[src/srh_pkg.sv]
// Types, codes and constants for the serial rumble handshake responder.
package srh_pkg;

   typedef enum logic [2:0] {
      STAGE_HANDSHAKE = 3'd0,
      STAGE_MAGIC1    = 3'd1,
      STAGE_MAGIC2    = 3'd2,
      STAGE_RUMBLE    = 3'd3,
      STAGE_FINALIZE  = 3'd4
   } stage_type;

   localparam int unsigned WORD_W  = 32;
   localparam int unsigned HALF_W  = 16;
   localparam int unsigned INDEX_W = 3;

   localparam logic [HALF_W-1:0]  EXIT_LOW    = 16'h8002;
   localparam logic [HALF_W-1:0]  KEY_DONE    = 16'h8000;
   localparam logic [WORD_W-1:0]  MAGIC_A     = 32'h1000_0010;
   localparam logic [WORD_W-1:0]  MAGIC_B     = 32'h2000_0013;
   localparam logic [WORD_W-1:0]  RUMBLE_POLL = 32'h3000_0003;
   localparam logic [WORD_W-1:0]  REPLY_OFF   = 32'h4000_0004;
   localparam logic [WORD_W-1:0]  REPLY_ON    = 32'h4000_0026;

   // number of key halfwords; match_index saturates here
   localparam logic [INDEX_W-1:0] KEY_COUNT   = 3'd4;

   // unlock key, character pairs low byte first
   function automatic logic [HALF_W-1:0] key_half(input logic [1:0] idx);
      logic [HALF_W-1:0] half;
      case (idx)
         2'd0:    half = 16'h494E;
         2'd1:    half = 16'h544E;
         2'd2:    half = 16'h4E45;
         default: half = 16'h4F44;
      endcase
      return half;
   endfunction

endpackage

[src/serial_rumble_handshake.sv]
// Serial rumble handshake responder: at most one response word per received word.
//
//  channel | ports                                   | direction
//  --------+-----------------------------------------+----------
//  request | req_valid req_ready req_rx_word          | in
//          | req_rumble_on                           |
//  result  | rsp_valid rsp_ready rsp_tx_word          | out
//
// One request per cycle while req_ready is high; its response sits in the
// output register in the cycle after acceptance. The single stage-update step
// sets the rate. A request in finalize produces no response and clears all state.
// req_ready stays high while the output register is empty or being drained,
// so a stalled response only holds back the next request.
// Synchronous reset returns to the handshake stage with all state but the response word cleared.
module serial_rumble_handshake (
   input  logic                          clock,
   input  logic                          reset,
   input  logic                          req_valid,
   output logic                          req_ready,
   input  logic [srh_pkg::WORD_W-1:0]    req_rx_word,
   input  logic                          req_rumble_on,
   output logic                          rsp_valid,
   input  logic                          rsp_ready,
   output logic [srh_pkg::WORD_W-1:0]    rsp_tx_word
);

   srh_pkg::stage_type                 stage_ff, stage_in;
   logic [srh_pkg::INDEX_W-1:0]        match_index_ff, match_index_in;
   logic [srh_pkg::HALF_W-1:0]         upper_half_ff, upper_half_in;
   logic [srh_pkg::HALF_W-1:0]         lower_half_ff, lower_half_in;
   logic                               rsp_valid_ff, rsp_valid_in;
   logic [srh_pkg::WORD_W-1:0]         rsp_tx_word_ff, rsp_tx_word_in;

   logic                               req_accept;
   logic                               emit;
   logic [srh_pkg::WORD_W-1:0]         result;

   // handshake-stage helpers
   logic [srh_pkg::HALF_W-1:0]         rx_low;
   logic [srh_pkg::HALF_W-1:0]         rx_high;
   logic                               is_exit;
   logic [srh_pkg::INDEX_W-1:0]        idx_start;
   logic [srh_pkg::INDEX_W-1:0]        idx_next;
   logic [srh_pkg::HALF_W-1:0]         hs_upper;
   logic [srh_pkg::HALF_W-1:0]         hs_lower;

   assign req_ready  = !rsp_valid_ff || rsp_ready;
   assign req_accept = req_valid && req_ready;

   always_comb begin
      rx_low    = req_rx_word[srh_pkg::HALF_W-1:0];
      rx_high   = req_rx_word[srh_pkg::WORD_W-1:srh_pkg::HALF_W];
      is_exit   = (rx_low == srh_pkg::EXIT_LOW);
      // partner out of step restarts the key
      idx_start = (rx_high != lower_half_ff) ? '0 : match_index_ff;
      idx_next  = idx_start;
      if (idx_start < srh_pkg::KEY_COUNT &&
          req_rx_word == ~{upper_half_ff, lower_half_ff}) begin
         idx_next = idx_start + 3'd1;
      end
      hs_upper = (idx_next >= srh_pkg::KEY_COUNT) ? srh_pkg::KEY_DONE
                                                  : srh_pkg::key_half(idx_next[1:0]);
      hs_lower = ~rx_low;
   end

   // next state
   always_comb begin
      stage_in       = stage_ff;
      match_index_in = match_index_ff;
      upper_half_in  = upper_half_ff;
      lower_half_in  = lower_half_ff;
      if (req_accept) begin
         unique case (stage_ff)
            srh_pkg::STAGE_HANDSHAKE: begin
               if (is_exit) begin
                  stage_in = srh_pkg::STAGE_MAGIC1;
               end else begin
                  match_index_in = idx_next;
                  upper_half_in  = hs_upper;
                  lower_half_in  = hs_lower;
               end
            end
            srh_pkg::STAGE_MAGIC1: begin
               stage_in = (req_rx_word == srh_pkg::MAGIC_A) ? srh_pkg::STAGE_MAGIC2
                                                            : srh_pkg::STAGE_FINALIZE;
            end
            srh_pkg::STAGE_MAGIC2: begin
               stage_in = (req_rx_word == srh_pkg::MAGIC_B) ? srh_pkg::STAGE_RUMBLE
                                                            : srh_pkg::STAGE_FINALIZE;
            end
            srh_pkg::STAGE_RUMBLE: begin
               if (req_rx_word != srh_pkg::RUMBLE_POLL) begin
                  stage_in = srh_pkg::STAGE_FINALIZE;
               end
            end
            default: begin
               // finalize and unused codes
               stage_in       = srh_pkg::STAGE_HANDSHAKE;
               match_index_in = '0;
               upper_half_in  = '0;
               lower_half_in  = '0;
            end
         endcase
      end
   end

   // outputs
   always_comb begin
      emit   = 1'b1;
      result = '0;
      unique case (stage_ff)
         srh_pkg::STAGE_HANDSHAKE: begin
            result = is_exit ? srh_pkg::MAGIC_A : {hs_upper, hs_lower};
         end
         srh_pkg::STAGE_MAGIC1: begin
            if (req_rx_word == srh_pkg::MAGIC_A) begin
               result = srh_pkg::MAGIC_B;
            end
         end
         srh_pkg::STAGE_MAGIC2: begin
            if (req_rx_word == srh_pkg::MAGIC_B) begin
               result = srh_pkg::REPLY_OFF;
            end
         end
         srh_pkg::STAGE_RUMBLE: begin
            if (req_rx_word == srh_pkg::RUMBLE_POLL) begin
               result = req_rumble_on ? srh_pkg::REPLY_ON : srh_pkg::REPLY_OFF;
            end
         end
         default: begin
            emit = 1'b0;
         end
      endcase
   end

   always_comb begin
      rsp_valid_in   = rsp_valid_ff;
      rsp_tx_word_in = rsp_tx_word_ff;
      if (req_accept) begin
         rsp_valid_in = emit;
         if (emit) begin
            rsp_tx_word_in = result;
         end
      end else if (rsp_ready) begin
         rsp_valid_in = 1'b0;
      end
   end

   always_ff @(posedge clock) begin
      if (reset) begin
         stage_ff       <= srh_pkg::STAGE_HANDSHAKE;
         match_index_ff <= '0;
         upper_half_ff  <= '0;
         lower_half_ff  <= '0;
         rsp_valid_ff   <= 1'b0;
      end else begin
         stage_ff       <= stage_in;
         match_index_ff <= match_index_in;
         upper_half_ff  <= upper_half_in;
         lower_half_ff  <= lower_half_in;
         rsp_valid_ff   <= rsp_valid_in;
      end
   end

   always_ff @(posedge clock) begin
      rsp_tx_word_ff <= rsp_tx_word_in;
   end

   assign rsp_valid   = rsp_valid_ff;
   assign rsp_tx_word = rsp_tx_word_ff;

   // key position never runs past the end of the key
   assert property (@(posedge clock) disable iff (reset)
      match_index_ff <= srh_pkg::KEY_COUNT)
      else $error("match index beyond key length");

   // a request in finalize leaves everything cleared and sends nothing
   assert property (@(posedge clock) disable iff (reset)
      req_accept && stage_ff == srh_pkg::STAGE_FINALIZE |=>
         stage_ff == srh_pkg::STAGE_HANDSHAKE && match_index_ff == '0 &&
         upper_half_ff == '0 && lower_half_ff == '0 && !rsp_valid_ff)
      else $error("finalize did not clear state");

   // a rumble poll is answered with one of the two motor replies
   assert property (@(posedge clock) disable iff (reset)
      req_accept && stage_ff == srh_pkg::STAGE_RUMBLE &&
      req_rx_word == srh_pkg::RUMBLE_POLL |=>
         rsp_valid_ff && (rsp_tx_word_ff == srh_pkg::REPLY_ON ||
                          rsp_tx_word_ff == srh_pkg::REPLY_OFF))
      else $error("rumble poll not answered");

   // handshake halves only move in handshake or finalize
   assert property (@(posedge clock) disable iff (reset)
      stage_ff == srh_pkg::STAGE_MAGIC1 || stage_ff == srh_pkg::STAGE_MAGIC2 ||
      stage_ff == srh_pkg::STAGE_RUMBLE |=>
         $stable(upper_half_ff) && $stable(lower_half_ff))
      else $error("handshake halves changed after handshake");

endmodule

[config.mk]
export PLATFORM = sky130hd
export DESIGN_NAME = serial_rumble_handshake
export DESIGN_NICKNAME = d
export VERILOG_FILES = /design/src/srh_pkg.sv /design/src/serial_rumble_handshake.sv
export SDC_FILE = /design/constraint.sdc
export NUM_CORES = 1
export LEC_CHECK = 0
export BUFFER_PORTS_ARGS = -buffer_cell sky130_fd_sc_hd__buf_2
export CORE_MARGIN = 2
export CORE_UTILIZATION = 58
export DETAILED_ROUTE_END_ITERATION = 10
export GPL_TIMING_DRIVEN = 1
export PLACE_DENSITY_LB_ADDON = 0.12
export SYNTH_ARGS = -nofsm -noshare
export SYNTH_HDL_FRONTEND = slang
export SYNTH_SLANG_ARGS = --single-unit
[constraint.sdc]
create_clock -name clock -period 4.4 [get_ports clock]
set_clock_uncertainty 0.05 [all_clocks]
set_input_delay 0.66 -clock clock [delete_from_list [all_inputs] [get_ports clock]]
set_output_delay 0.66 -clock clock [all_outputs]
set_load 0.1 [all_outputs]
# Yosys cells after proc, flatten, opt, wreduce, memory -nomap -nowiden

Index checks and enable logic that the tools add are counted.

Register bits after elaboration: 71
Input bits: 37
Output and inout bits: 34
Logic and storage cells: 63

Add/sub/neg operators: 1
$lt $le $gt $ge: 2
Equal/unequal tests: 15
Muxes and demuxes: 24
Bitwise logic cells: 3
Reduce and logical (&&, ||, !) cells: 12

Operators with widths:

| cell                 | number |
|---|---|
| $pmux 32 s4          | 1 |
| $eq 32x30->1 const B | 2 |
| $pmux 16 s2          | 2 |
| $mux 31              | 2 |
| $mux 16              | 3 |
| $pmux 13 s3          | 1 |
| $eq 32x29->1 const B | 1 |
| $eq 32x32->1         | 1 |
| $mux 32              | 1 |
| $ne 32x30->1 const B | 1 |
| $not 32->32          | 1 |
| $mux 30              | 1 |
| $mux 3               | 7 |
| $eq 16x16->1 const B | 1 |
| $ne 16x16->1         | 1 |
| $not 16->16          | 1 |
| $pmux 3 s4           | 1 |
| $eq 3x2->1 const B   | 2 |
| $mux 6               | 1 |
| $ne 2x2->1 const B   | 3 |
| $pmux 3 s2           | 1 |
| $reduce_and 3->1     | 2 |
| $reduce_or 4->1      | 1 |
| $add 3x1->3 const B  | 1 |
| 15 further kinds     | 18 |

# Depth between registers and ports, before layout

Word-level depth: 10
Mapped depth: 12
Gate-level depth less buffers: 11

# Least setup slack after synthesis

No wires, ideal clock.

Kind: register to register
Start point: register rsp_valid_ff, in the netlist rsp_valid
End point: register rsp_tx_word_ff (netlist bit rsp_tx_word[0]), enable pin
Library setup time: 0.414 ns
Arrival: 3.103 ns
Data required time: 3.936 ns
Path slack: 0.833 ns
Stages on the path, launching flop included: 4
Path buffers: 0
Period minus slack after synthesis: 3.567 ns
Path through: dfxtp_1 -> nand2b_1 -> and2_0 -> nor2b_1

Longest elaborated chain between the ends: 4

RTL lines:

| item                       | line                           | RTL |
|---|---|---|
| from (decl)                | serial_rumble_handshake.sv:31  | `logic rsp_valid_ff, rsp_valid_in;` |
| from (signal assigned)     | serial_rumble_handshake.sv:161 | `rsp_valid_ff <= rsp_valid_in;` |
| $logic_not 1->1            | serial_rumble_handshake.sv:47  | `assign req_ready = !rsp_valid_ff \|\| rsp_ready;` |
| $logic_or 1x1->1           | serial_rumble_handshake.sv:47  |  |
| named net req_ready        | serial_rumble_handshake.sv:19  | `output logic req_ready,` |
| $logic_and 1x1->1          | serial_rumble_handshake.sv:48  | `assign req_accept = req_valid && req_ready;` |
| $reduce_and 2->1 (no line) | n/a                            |  |
| to (signal assigned)       | serial_rumble_handshake.sv:166 | `rsp_tx_word_ff <= rsp_tx_word_in;` |
| to (decl)                  | serial_rumble_handshake.sv:32  | `logic [srh_pkg::WORD_W-1:0] rsp_tx_word_ff, rsp_tx_word_in;` |

The timed path passes the listed nets, and every way through them passes these cells.
A chain may end at the register's enable or synchronous reset.

# Worst setup path in the final report

Start point: input req_rx_word[30] (netlist bit)
End point: register rsp_tx_word_ff (netlist bit rsp_tx_word[19]), data pin

Longest elaborated chain between the ends: 10
Elaborated cells on any way between the ends: 15
Classes of those cells: add/sub (1); order compare (2); eq/ne (4); mux (6); reduce/logical (2)

RTL lines:

| item                               | line                           | RTL |
|---|---|---|
| from (decl)                        | serial_rumble_handshake.sv:20  | `input logic [srh_pkg::WORD_W-1:0] req_rx_word,` |
| $ne 16x16->1                       | serial_rumble_handshake.sv:55  | `idx_start = (rx_high != lower_half_ff) ? '0 : match_index_ff;` |
| $mux 3                             | serial_rumble_handshake.sv:55  |  |
| $lt 3x3->1                         | serial_rumble_handshake.sv:57  | `if (idx_start < srh_pkg::KEY_COUNT &&` |
| $logic_and 1x1->1                  | serial_rumble_handshake.sv:57  |  |
| $mux 3 *                           | serial_rumble_handshake.sv:57  |  |
| $eq 2x2->1 (tied with other cells) | srh_pkg.sv:30                  | `case (idx)` |
| $pmux 13 s3                        | srh_pkg.sv:30                  |  |
| $mux 16 *                          | serial_rumble_handshake.sv:61  | `hs_upper = (idx_next >= srh_pkg::KEY_COUNT) ? srh_pkg::KEY_DONE` |
| $mux 32 *                          | serial_rumble_handshake.sv:113 | `result = is_exit ? srh_pkg::MAGIC_A : {hs_upper, hs_lower};` |
| $pmux 32 s4 *                      | serial_rumble_handshake.sv:111 | `unique case (stage_ff)` |

Every way passes the cells marked *; elsewhere a longest branch is shown, timed or not.

==> summary.md <==
| Metric | Value |
|---|---|
| Outcome | completed |
| Initial standard-cell utilization of the core | 59.9% |
| Core region area | 5110 sq um |
| Relative contribution of the clock network to total power | 35.9% |
| Die area | 5880 sq um |
| H-tree levels | 3 |
| Diodes inserted | 0 |
| Buffers on Ports | 67 |
| Count of final hold-check violations | 0 |
| Number of standard-cell rows in the floorplan | 26 |
| Vertical die dimension | 76.7 um |
| Antenna-violating nets left | 0 |
| Antenna violations before repair | 0 |
| Timing-limited maximum frequency | between 0.3 and 0.4 GHz |
| Root buf cell | sky130_fd_sc_hd__clkbuf_8 |
| Via count of the first global-routing pass | 2,424 |
| Combinational power share | 18.5% |
| CP max FO | 6 |
| Post-route setup slack | 1.29 ns |
| Pre-CTS setup slack | 1.02 ns |
| Hold path cells | 1 |
| Internal cell power | 0.000941 W |
| Clk pin slew, worst setup/hold paths | 0.06 ns |
| First-pass GRT wire length | 12,000 um |
| Number of failing setup endpoints in the final timing report | 0 |
| Hold_buf cts | 0 |
| TritonCTS Buffers | 9 |
| Setup_tns | 0 ns |
| Global route overflow | 0 |
| Half-perimeter wire length after detailed placement | ~5500 um |
| Post-route fraction of the period consumed by the critical path | between 70% and 80% |
| Final Slew Violations | 0 |
| Routed vias | roughly 2,700 |
| Final Critical Period | 3.11 ns |
| Required time of the critical path | 4.44 ns |
| Post-cts gate resize count | 0 |
| Mean post-synth cell area | 9.60 sq um |
| Area Overhead vs Synth | 18.5% |
| Sequential cell fraction of total power | 45.6% |
| Horizontal die dimension | 76.7 um |
| Detailed-routing iteration count for the pre-antenna-repair pass | 5 |
| Transition time of the tightest slew-check pin | 0.830 ns |
| Net count reported at finish | 430 |
| Number of remaining DRC errors | 0 |
| Maximum VDD drop | 0.238 mV |
| Relative slew margins | 44.6% |
| Ordered list of cells on the worst path | buf_2 -> xnor2_1 -> nand4_1 -> nor4_1 -> a211oi_1 -> o221ai_1 -> inv_1 -> ha_1 -> o21bai_1 -> nor2_1 |
| Max-cap check violation count | 0 |
| Average wire length per cell after detail routing | 16.2 um |
| Psw | 0.000409 W |
| Startpoint of the worst-slack reg-to-reg timing path | lower_half_ff[14] |
| TritonCTS clock tree | done |
| Proportion of synthesized flip-flops having asynchronous set or reset | 0% |
| Total power per unit cell area | ~370 nW/um^2 |
| Capture point of the worst path | rsp_tx_word[19] |
| Sw Share | 30.3% |
| Mapped Area | 3060 sq um |
| CTS Buffer Depth | 2 |
| Worst setup path startpoint | req_rx_word[30] |
| Register-to-Register Path Depth | 9 |
| R2R setup slack | around 1.4 ns |
| Unique cell type count in the Yosys netlist | 47 |
| Crit Path Class | input port to flip-flop |
| Number of synthesized flops with an enable pin | 27 |
| CP arrival | 3.15 ns |
| Type of the most critical hold path | flip-flop to flip-flop |
| Number of top-level pins | 71 |
| Fraction of layout cells with a size suffix above 1 | 23.5% |
| Total track usage | 26.4% |
| 1st-iter DRT viols | 283 |
| RSZ-0062 raised after global routing | false |
| Ratio of routed vias to standard cells | between 5 and 6 |
| Number of cells on the critical path | 10 |
| Worst r2r dst | rsp_tx_word[19] |
| Final Wtd Congestion | about 0.85 |
| Maximum single-stage delay on the critical path | 0.72 ns |
| Clock sink count | 59 |
| Ys Warns | 0 |
| Critical Path End Type | flip-flop |
| Slowest stage cell, crit path | sky130_fd_sc_hd__nor4_1 |
| Fill cell total of the finished layout | 399 |
| Number of register bits inferred by synthesis | 59 |
| Number of buffer and inverter stages on the critical path | 2 |
| Largest net degree at the start of global routing | 24 |
| Kind of cell with the highest combined delay on the critical path | simple AND/OR/NAND/NOR gates |
| Portion of the post-synthesis area used by sequential elements | 47.4% |
| Number of post-CTS setup repair buffers | 0 |
| Nature of the critical path startpoint | input port |
| Reported leakage power | ~1.4 nW |
| Clock latency of the later-clocked register in the worst-skew pair | between 0.3 and 0.4 ns |
| Sum of routed wire length over all layers | 7460 um |
| Synth Flop Type | sky130_fd_sc_hd__dfxtp_1 |
| Cells after synthesis | 319 |
==> flip-flops by register name (all words and copies together) (netlist names) <==
| signal | cells |
|---|---|
| upper_half_ff | 9 |
| lower_half_ff | 16 |
| match_index_ff | 3 |
| rsp_valid | 1 |
| stage_ff | 3 |
| rsp_tx_word | 27 |
==> cells in the mapped netlist (all sizes together), types with 2 or more instances <==
library cell | instances | area share [%]
o2bb2ai | 6 | 1.7
nand3 | 5 | 0.82
inv | 6 | 0.74
a22o | 3 | 0.86
and2 | 3 | 0.61
a32o | 2 | 0.65
nor4bb | 2 | 0.65
a21o | 3 | 0.74
buf | 6 | 1.4
nand2b | 7 | 1.7
nor2 | 58 | 7.1
or3 | 2 | 0.41
nor4 | 13 | 2.7
edfxtp | 27 | 26
ha | 7 | 2.9
a21oi | 22 | 3.7
or2 | 3 | 0.61
or4 | 2 | 0.61
o211ai | 2 | 0.49
o21ai | 8 | 1.3
clkbuf | 11 | 1.3
nand4 | 11 | 2.2
xnor2 | 42 | 12
nor3 | 7 | 1.3
nand2 | 11 | 1.3
nor2b | 2 | 0.41
and4 | 4 | 1.1
dfxtp | 32 | 21
==> through the flow <==
stage | util, % | total power, W | cell area, sq um | instances | hold slack (ns)
2_1_floorplan | - | 0.000812 | 3070 | 321 | 0.390
3_3_place_gp | 67.4 | 0.000874 | 3440 | 445 | 0.417
3_5_place_dp | 67.4 | 0.000875 | 3440 | 445 | 0.407
4_1_cts | 71.0 | 0.00135 | 3630 | 461 | 0.426
5_1_grt | 71.0 | 0.00139 | 3630 | 461 | 0.440
6_report | 71.0 | 0.00135 | 3630 | 461 | 0.426
==> layout make-up <==
type                            instances  area, sq um  share of cell area [%]
Tap cell                               70         87.6                    2.41
Clock buffer                           13          149                    4.10
Inverter                                6         22.5                   0.621
Clock inverter                          3         38.8                    1.07
Timing Repair Buffer                   71          365                    10.1
Sequential cell                        59         1450                    40.0
Multi-Input combinational cell        239         1510                    41.7
==> worst min-delay path by stage <==
| stage | to | slack [ns] | startpoint |
|---|---|---|---|
| 5_1_grt | match_index_ff[1] | 0.44 | match_index_ff[1] |
| 2_1_floorplan | match_index_ff[1] | 0.39 | match_index_ff[1] |
| 3_3_place_gp | match_index_ff[1] | 0.42 | match_index_ff[1] |
| 6_report | match_index_ff[1] | 0.43 | match_index_ff[1] |
| 4_1_cts | match_index_ff[1] | 0.43 | match_index_ff[1] |
| 3_5_place_dp | match_index_ff[1] | 0.41 | match_index_ff[1] |
==> cell usage in the layout, fill, tap and decap left out, drive strengths merged, types with 8 or more instances in the layout <==
cell type	n
xnor2	42
dfxtp	32
nor2	58
o21ai	8
nand4	11
buf	71
a21oi	22
nand2	11
nor4	13
clkbuf	13
edfxtp	27
==> cells by family (layout without fill, tap and decap cells) <==
kind of cell / Yosys count / after routing / share of synthesized area (%)
AND/OR/NAND/NOR: 134 / 134 / 22.7
flip-flops: 59 / 59 / 47.4
AO/OA/AOI/OAI: 53 / 53 / 11.4
XOR/XNOR: 42 / 42 / 12.0
buffers and inverters: 23 / 93 / 3.47
adder cells (fa/ha/maj): 7 / 7 / 2.86
other: 1 / 3 / 0.122
==> power groups by stage <==
stage / Sequential (W) / Combinational (W) / Clock, W
after floorplan: 0.000714 / 0.0000980 / 0
after global placement: 0.000627 / 0.000246 / 0
after detailed placement: 0.000627 / 0.000248 / 0
after CTS: 0.000616 / 0.000249 / 0.000487
after global routing: 0.000618 / 0.000264 / 0.000510
final: 0.000616 / 0.000250 / 0.000484
==> layer usage <==
metal,part of all wire (%),track usage (%),vias to the layer above,wire [um]
met5,0,0,-,0
met4,2.1,11.1,0,155
met3,8.3,5.65,20,620
met2,47,41.9,142,3490
met1,43,35.4,1215,3200
li1,-,-,1273,-
Note: power is estimated with default switching activity, not from simulation.
